**config.mk**
```make
export PLATFORM = sky130hd
export DESIGN_NAME = leading_dijet_back_to_back_select
export DESIGN_NICKNAME = d
export VERILOG_FILES = /design/src/rtl/ldbb_pkg.sv /design/src/rtl/ldbb_rank.sv /design/src/rtl/ldbb_judge.sv /design/src/rtl/leading_dijet_back_to_back_select.sv
export SDC_FILE = /design/constraint.sdc
export NUM_CORES = 1
export LEC_CHECK = 0
export BUFFER_PORTS_ARGS = -buffer_cell sky130_fd_sc_hd__clkbuf_2
export CELL_PAD_IN_SITES_DETAIL_PLACEMENT = 0
export CELL_PAD_IN_SITES_GLOBAL_PLACEMENT = 1
export CORE_MARGIN = 4
export CORE_UTILIZATION = 45
export CTS_BUF_LIST = sky130_fd_sc_hd__clkbuf_8 sky130_fd_sc_hd__clkbuf_16
export DETAILED_ROUTE_END_ITERATION = 10
export GPL_ROUTABILITY_DRIVEN = 1
export GPL_TIMING_DRIVEN = 0
export PLACE_DENSITY_LB_ADDON = 0.1
export SETUP_SLACK_MARGIN = 0.05
export SLEW_MARGIN = 20
export SYNTH_ARGS = -nofsm -noshare
export SYNTH_HDL_FRONTEND = slang
export SYNTH_HIERARCHICAL = 1
export SYNTH_SLANG_ARGS = --single-unit
```
**constraint.sdc**
```tcl
create_clock -name clk -period 6 [get_ports clk]
set_input_delay 0.9 -clock clk [delete_from_list [all_inputs] [get_ports clk]]
set_output_delay 0.9 -clock clk [all_outputs]
set_load 0.05 [all_outputs]
```
**src/rtl/ldbb_pkg.sv**
```systemverilog
package ldbb_pkg;

    // Field widths of one jet.
    localparam int PT_W  = 16;
    localparam int ETA_W = 12;
    localparam int PHI_W = 12;
    localparam int IDX_W = 6;

    // Configuration register widths and reset values.
    localparam int ETA_CUT_W  = 11;
    localparam int CFG_IDX_W  = 1;
    localparam int CFG_DATA_W = 16;
    localparam logic [PT_W-1:0]      PT_CUT_RESET  = 16'd80;
    localparam logic [ETA_CUT_W-1:0] ETA_CUT_RESET = 11'd640;

    // Register indexes on the configuration port.
    localparam logic [CFG_IDX_W-1:0] REG_PT_CUT  = 1'b0;
    localparam logic [CFG_IDX_W-1:0] REG_ETA_CUT = 1'b1;

    // Stream widths.
    localparam int S_TDATA_W = 48;
    localparam int M_TDATA_W = 16;

    // One radian is about 651.9 phi steps, so a folded difference within one
    // radian of pi lies in [1397, 2048]; on the raw difference that is
    // [1397, 2699].
    localparam logic [PHI_W-1:0] DPHI_LOW  = 12'd1397;
    localparam logic [PHI_W-1:0] DPHI_HIGH = 12'd2699;

    localparam int MAX_JETS_DEFAULT = 64;

    // Kinematics of one kept jet.
    typedef struct packed {
        logic                    tight;
        logic        [PHI_W-1:0] phi;
        logic signed [ETA_W-1:0] eta;
        logic        [PT_W-1:0]  pt;
    } jet_core_t;

    // Leading pair of a finished event, handed to the judging stage.
    typedef struct packed {
        jet_core_t        lead;
        jet_core_t        second;
        logic [IDX_W-1:0] lead_idx;
        logic [IDX_W-1:0] second_idx;
    } pair_t;

    // One result of an event.
    typedef struct packed {
        logic             dijet;
        logic [IDX_W-1:0] lead_idx;
        logic [IDX_W-1:0] second_idx;
    } result_t;

endpackage

```
**src/rtl/ldbb_rank.sv**
```systemverilog
module ldbb_rank
    import ldbb_pkg::*;
#(
    parameter int MAX_JETS = MAX_JETS_DEFAULT
)
(
    input  logic      clk,
    input  logic      rst_n,
    input  logic      step,
    input  logic      jet_valid,
    input  jet_core_t jet,
    input  logic      last,
    output pair_t     pair
);

    localparam int CNT_W = $clog2(MAX_JETS + 1);
    localparam int POS_W = $clog2(MAX_JETS);

    jet_core_t        lead_reg, lead_next, lead_upd;
    jet_core_t        second_reg, second_next, second_upd;
    logic [POS_W-1:0] lead_pos_reg, lead_pos_next, lead_pos_upd;
    logic [POS_W-1:0] second_pos_reg, second_pos_next, second_pos_upd;
    logic [CNT_W-1:0] jet_count_reg, jet_count_next, jet_count_upd;
    logic [POS_W-1:0] pos;
    logic             take;

    // Insert the new jet into the running top two with strict compares.
    always_comb
    begin
        take           = jet_valid && (jet_count_reg < CNT_W'(MAX_JETS));
        pos            = jet_count_reg[POS_W-1:0];
        lead_upd       = lead_reg;
        second_upd     = second_reg;
        lead_pos_upd   = lead_pos_reg;
        second_pos_upd = second_pos_reg;
        jet_count_upd  = jet_count_reg;
        if (take)
        begin
            jet_count_upd = jet_count_reg + CNT_W'(1);
            if (jet.pt > lead_reg.pt)
            begin
                second_upd     = lead_reg;
                second_pos_upd = lead_pos_reg;
                lead_upd       = jet;
                lead_pos_upd   = pos;
            end
            else if (jet.pt > second_reg.pt)
            begin
                second_upd     = jet;
                second_pos_upd = pos;
            end
        end
    end

    // The pair as it stands after this item; only sampled on the last item.
    always_comb
    begin
        pair.lead       = lead_upd;
        pair.second     = second_upd;
        pair.lead_idx   = IDX_W'(lead_pos_upd);
        pair.second_idx = IDX_W'(second_pos_upd);
    end

    // The last item of an event clears the event state.
    always_comb
    begin
        lead_next       = lead_reg;
        second_next     = second_reg;
        lead_pos_next   = lead_pos_reg;
        second_pos_next = second_pos_reg;
        jet_count_next  = jet_count_reg;
        if (step)
        begin
            if (last)
            begin
                lead_next       = '0;
                second_next     = '0;
                lead_pos_next   = '0;
                second_pos_next = '0;
                jet_count_next  = '0;
            end
            else
            begin
                lead_next       = lead_upd;
                second_next     = second_upd;
                lead_pos_next   = lead_pos_upd;
                second_pos_next = second_pos_upd;
                jet_count_next  = jet_count_upd;
            end
        end
    end

    always_ff @(posedge clk or negedge rst_n)
    begin
        if (!rst_n)
        begin
            lead_reg       <= '0;
            second_reg     <= '0;
            lead_pos_reg   <= '0;
            second_pos_reg <= '0;
            jet_count_reg  <= '0;
        end
        else
        begin
            lead_reg       <= lead_next;
            second_reg     <= second_next;
            lead_pos_reg   <= lead_pos_next;
            second_pos_reg <= second_pos_next;
            jet_count_reg  <= jet_count_next;
        end
    end

endmodule

```
**src/rtl/ldbb_judge.sv**
```systemverilog
module ldbb_judge
    import ldbb_pkg::*;
(
    input  pair_t                pair,
    input  logic [PT_W-1:0]      pt_cut,
    input  logic [ETA_CUT_W-1:0] eta_cut,
    output result_t              result
);

    logic [ETA_W-1:0] lead_abs_eta;
    logic [ETA_W-1:0] second_abs_eta;
    logic             lead_pass;
    logic             second_pass;
    logic [PHI_W-1:0] dphi;
    logic             back_to_back;
    logic             dijet;

    // Magnitude of eta; -2048 maps to 2048, which still fits unsigned.
    assign lead_abs_eta   = pair.lead.eta[ETA_W-1] ? ETA_W'(-pair.lead.eta)
                                                   : ETA_W'(pair.lead.eta);
    assign second_abs_eta = pair.second.eta[ETA_W-1] ? ETA_W'(-pair.second.eta)
                                                     : ETA_W'(pair.second.eta);

    // Per-jet cuts. A nonzero pt is implied by pt above the cut.
    assign lead_pass   = (pair.lead.pt != '0) && (pair.lead.pt > pt_cut)
                         && (lead_abs_eta < ETA_W'(eta_cut)) && pair.lead.tight;
    assign second_pass = (pair.second.pt != '0) && (pair.second.pt > pt_cut)
                         && (second_abs_eta < ETA_W'(eta_cut)) && pair.second.tight;

    // Wrapped azimuth difference; the fold is replaced by a window on it.
    assign dphi         = pair.lead.phi - pair.second.phi;
    assign back_to_back = (dphi >= DPHI_LOW) && (dphi <= DPHI_HIGH);

    assign dijet = lead_pass && second_pass && back_to_back;

    always_comb
    begin
        result.dijet      = dijet;
        result.lead_idx   = dijet ? pair.lead_idx : '0;
        result.second_idx = dijet ? pair.second_idx : '0;
    end

endmodule

```
**src/rtl/leading_dijet_back_to_back_select.sv**
```systemverilog
// Channel   Direction  tdata                               tuser       tlast
// s_axis    in         pt[15:0] eta[27:16] phi[39:28]      jet_valid   last of event
//                      tight_id[40]
// m_axis    out        lead_index[5:0] second_index[11:6]  is_dijet    (none)
// cfg       in         write enable, register index, data; no read-back
//
// One request is accepted every cycle when the output side keeps up.
// A closing request passes the input register, the running top-two update,
// then the cut and azimuth check into the output register, and leaves as a result.
// Each stage holds while the stage after it is full and stalled; bubbles close up.
// Reset clears the event state and loads the cut registers with their defaults.
module leading_dijet_back_to_back_select
    import ldbb_pkg::*;
#(
    parameter int MAX_JETS = MAX_JETS_DEFAULT
)
(
    input  logic                  clk,
    input  logic                  rst_n,
    // Configuration port.
    input  logic                  cfg_we,
    input  logic [CFG_IDX_W-1:0]  cfg_index,
    input  logic [CFG_DATA_W-1:0] cfg_data,
    // Jet stream in.
    input  logic                  s_axis_tvalid,
    output logic                  s_axis_tready,
    input  logic [S_TDATA_W-1:0]  s_axis_tdata,  // jet_pt, jet_eta, jet_phi, tight_id, zero pad
    input  logic [0:0]            s_axis_tuser,  // jet_valid
    input  logic                  s_axis_tlast,
    // Event results out.
    output logic                  m_axis_tvalid,
    input  logic                  m_axis_tready,
    output logic [M_TDATA_W-1:0]  m_axis_tdata,  // lead_index, second_index, zero pad
    output logic [0:0]            m_axis_tuser   // is_dijet
);

    logic [PT_W-1:0]      pt_cut_reg;
    logic [ETA_CUT_W-1:0] eta_cut_reg;

    logic      s1_v_reg;
    logic      s1_jet_valid_reg;
    logic      s1_last_reg;
    jet_core_t s1_jet_reg;

    logic      s2_v_reg;
    pair_t     s2_pair_reg;
    pair_t     pair;

    logic      out_v_reg;
    result_t   out_res_reg;
    result_t   result;

    logic      en1;
    logic      en2;
    logic      en3;
    logic      step;

    // Stage enables: a stage moves when it is empty or its successor moves.
    assign en3  = !out_v_reg || m_axis_tready;
    assign en2  = !s2_v_reg || en3;
    assign en1  = !s1_v_reg || en2;
    assign step = s1_v_reg && en2;

    assign s_axis_tready = en1;

    // Configuration registers.
    always_ff @(posedge clk or negedge rst_n)
    begin
        if (!rst_n)
        begin
            pt_cut_reg  <= PT_CUT_RESET;
            eta_cut_reg <= ETA_CUT_RESET;
        end
        else if (cfg_we)
        begin
            unique case (cfg_index)
                REG_PT_CUT:  pt_cut_reg  <= cfg_data[PT_W-1:0];
                REG_ETA_CUT: eta_cut_reg <= cfg_data[ETA_CUT_W-1:0];
                default:     ;
            endcase
        end
    end

    // Valid flags of the three stages.
    always_ff @(posedge clk or negedge rst_n)
    begin
        if (!rst_n)
        begin
            s1_v_reg  <= 1'b0;
            s2_v_reg  <= 1'b0;
            out_v_reg <= 1'b0;
        end
        else
        begin
            if (en1)
            begin
                s1_v_reg <= s_axis_tvalid;
            end
            if (en2)
            begin
                s2_v_reg <= s1_v_reg && s1_last_reg;
            end
            if (en3)
            begin
                out_v_reg <= s2_v_reg;
            end
        end
    end

    // Payload registers.
    always_ff @(posedge clk)
    begin
        if (en1 && s_axis_tvalid)
        begin
            s1_jet_valid_reg <= s_axis_tuser[0];
            s1_last_reg      <= s_axis_tlast;
            s1_jet_reg.pt    <= s_axis_tdata[15:0];
            s1_jet_reg.eta   <= s_axis_tdata[27:16];
            s1_jet_reg.phi   <= s_axis_tdata[39:28];
            s1_jet_reg.tight <= s_axis_tdata[40];
        end
        if (step && s1_last_reg)
        begin
            s2_pair_reg <= pair;
        end
        if (en3 && s2_v_reg)
        begin
            out_res_reg <= result;
        end
    end

    // Running top two of the current event.
    ldbb_rank #(
        .MAX_JETS (MAX_JETS)
    ) u_rank (
        .clk       (clk),
        .rst_n     (rst_n),
        .step      (step),
        .jet_valid (s1_jet_valid_reg),
        .jet       (s1_jet_reg),
        .last      (s1_last_reg),
        .pair      (pair)
    );

    // Cuts and back-to-back check of the closed event.
    ldbb_judge u_judge (
        .pair    (s2_pair_reg),
        .pt_cut  (pt_cut_reg),
        .eta_cut (eta_cut_reg),
        .result  (result)
    );

    assign m_axis_tvalid = out_v_reg;
    assign m_axis_tuser  = out_res_reg.dijet;
    assign m_axis_tdata  = {{(M_TDATA_W - 2*IDX_W){1'b0}},
                            out_res_reg.second_idx, out_res_reg.lead_idx};

endmodule
```
==> metrics.md <==
| Metric | Value |
|---|---|
| Top_reg_cell synth | edfxtp_1 |
| Post-Syn Area | around 17,000 um2 |
| Clock transition at path regs | about 0.060 ns |
| Seq cells post-synth | 281 |
| Flip-flop count of the largest register after layout | 94 |
| Chip Width | 202 um |
| Top-area cell type share of the netlist area | 26.6% |
| Ys Warns | 6 |
| Crit path cell chain | or3_1 > or3_1 > o31ai_1 > xnor2_1 > ha_1 > nand2_1 > nor2_1 > a21oi_1 > o21ai_1 > o21ai_1 > nand4_2 > a211oi_1 |
| Relative slew slack | 29.9% |
| First-pass DRT Iterations | 5 |
| Final wirelength | between 50,000 and 60,000 um |
| Total number of vias | 13.6k |
| H-tree depth | 2 |
| Max VDD drop | 206 uV |
| # hold bufs at CTS | 0 |
| Resized Gates After CTS | 0 |
| Layout area overhead | 13.7% |
| CP Capture Type | flop |
| Layout cells sized above 1 | 13.6% |
| Total of max-cap violations | 0 |
| Antenna violations before repair | 0 |
| Fill count | 3,320 |
| Most common cell in the synthesized netlist | edfxtp_1 |
| Setup bufs post-CTS | 0 |
| Area contributors post-synth | edfxtp_1, dfrtp_1, a221o_1 |
| Leakage power total | ~8 nW |
| PortBufs | 79 |
| DIE AREA | 40,800 um2 |
| Post-synth ARST share | 46.6% |
| DR WL/cell | roughly 23 um |
| Num CTS Buffers | 35 |
| Clk Tree Root Cell | clkbuf_16 |
| Crit path launch type | flop |
| Final Cycle Share | 74.2% |
| Initial detailed-routing violation count | 1,469 |
| GPL Wtd Cong | 0.860 |
| GRT Util Overall | about a quarter |
| Finished Cell Area | 19,300 um2 |
| Pre-CTS WS | 1.71 ns |
| Starting density of the core | 46.0% |
| Largest net degree at the start of global routing | 78 |
| Fmax | around 0.22 GHz |
| Commonest cells in the netlist | edfxtp_1, nand2_1, a221o_1 |
| Max stage delay cell, worst path | o21ai_1 |
| Slowest stage delay, CP | between 0.8 and 0.9 ns |
| HPWL Detailed | 37,600 um |
| # setup viols final | 0 |
| Total gr overflow | 0 |
| Num rows | 70 |
| Antenna Cells | 0 |
| Dominant cell type by area after synthesis | edfxtp_1 |
| Clock Latency Late Sink | ~0.54 ns |
| HP Class | input port to async pin |
| Io pins | 91 |
| Routed vias/inst | approximately 6.0 |
| Final worst slack | 1.55 ns |
| Critical Path RT | 6.35 ns |
| FF-to-FF setup slack | 1.55 ns |
| Chip height | a little over 200 um |
| Hold Vio Cnt, Final | 0 |
| Largest fanout on the critical path | 10 |
| Outcome | completed |
| Unrepaired setup endpoints after global routing | no |
| Crit path time final | roughly 4.5 ns |
| Drt drc | 0 |
| Post-synthesis sequential area ratio | between 40% and 50% |
| DP Area | 18,100 um2 |
| Worst path arrival time | roughly 4.8 ns |
| Actual slew at the worst max-slew pin | roughly 1.0 ns |
| Global-route wire length before repair | 80,100 um |
| Net count reported at finish | 1,902 |
| Synth unique cells | 74 |
| Post-route ant nets | 0 |
| Power density of the placed cells | 364 nW/um2 |
| Final Skew | 0.0183 ns |
| Clock Tree Buf Depth | 3 |
| Clk sinks | between 200 and 300 |
| Final Slew Violations | 0 |
| Post-synth EDFFs | 150 |
| Mean Syn Cell Area | ~11 um2 |
| Vias in the first global route | around 14k |
| CTS tree | done |
| Kind of critical path | flop to flop |
| Total core area | about 37,000 um2 |
| Mapped Cells | between 1.5k and 2k |
==> cell type report <==
| class | instances | area, um2 | share of cell area [%] |
|---|---|---|---|
| multi-input cells | 1114 | 8230 | 42.7 |
| flip-flops and latches | 281 | 7790 | 40.4 |
| clock buffers | 40 | 967 | 5.02 |
| well taps | 504 | 631 | 3.27 |
| plain buffers | 127 | 629 | 3.26 |
| repair buffers | 84 | 527 | 2.73 |
| inverters | 88 | 330 | 1.71 |
| clock inverters | 23 | 181 | 0.941 |
==> logic make-up (layout without fill, tap and decap cells) <==
family,Yosys count,in the layout,synth area share (%)
AO/OA/AOI/OAI,344,344,16.4
flip-flops,281,281,45.9
adder cells (fa/ha/maj),99,99,7.35
other,1,4,0.0221
buffers and inverters,215,362,5.66
AND/OR/NAND/NOR,581,581,19.1
XOR/XNOR,29,29,1.50
multiplexers,57,57,4.01
==> worst max-delay path, delay by kind of cell, from the launching register on <==
family	cells	cell delay, ns
compound gates	5	1.73
simple gates	5	1.70
flops	1	0.40
fa+ha+maj	1	0.27
xor+xnor	1	0.17
==> where the power goes <==
part	switching, mW	internal, mW	total (mW)
Sequential	0.295	2.42	2.71
Combinational	1.31	0.877	2.19
Clock	0.840	1.28	2.12
==> worst paths after layout <==
kind                                  from                 endpoint  cells after the start
max reg2reg                s2_pair_reg[70]          m_axis_tdata[0]                     12
min in group clk            eta_cut_reg[8]           eta_cut_reg[8]                      1
max                        s2_pair_reg[70]          m_axis_tdata[0]                     12
max in group asynchronous            rst_n  u_rank/jet_count_reg[4]                      2
min reg2reg                 eta_cut_reg[8]           eta_cut_reg[8]                      1
min                                  rst_n           eta_cut_reg[8]                      1
==> through the flow <==
stage                     hold slack (ns)  total power, mW  std cells  setup TNS (ns)  utilization (%)
after global routing                0.369             7.40       2261               0             52.3
after CTS                           0.331             7.05       2261               0             52.3
after global placement              0.491             4.84       2193         -148.75             48.8
after floorplan                     0.472             4.17       1610               0                -
final                               0.317             7.02       2261               0             52.3
after detailed placement            0.494             4.89       2198               0             49.2
==> metal layers <==
metal | global-route usage (%) | vias up | share of wire, %
met5 | 0 | - | 0
met4 | 7.93 | 0 | 2.7
met3 | 3.87 | 78 | 6.8
met2 | 38.1 | 513 | 45
li1 | - | 6323 | -
met1 | 36.6 | 6710 | 46
==> cells in the final DEF, fill, tap and decap left out, types with 26 or more instances in the layout <==
cell type	count
nand3b_1	27
clkbuf_2	79
a221o_1	139
dfrtp_1	127
ha_1	98
nor4_1	26
clkbuf_1	71
buf_2	27
mux2_1	27
nand3_1	70
o21ai_0	41
a21oi_1	44
clkbuf_16	37
nor4b_1	33
and2_1	66
o211ai_1	51
inv_1	94
nor3_1	36
nor2_1	60
nor2b_1	35
edfxtp_1	150
nand2_1	144
(Power assumes the default switching activity.)
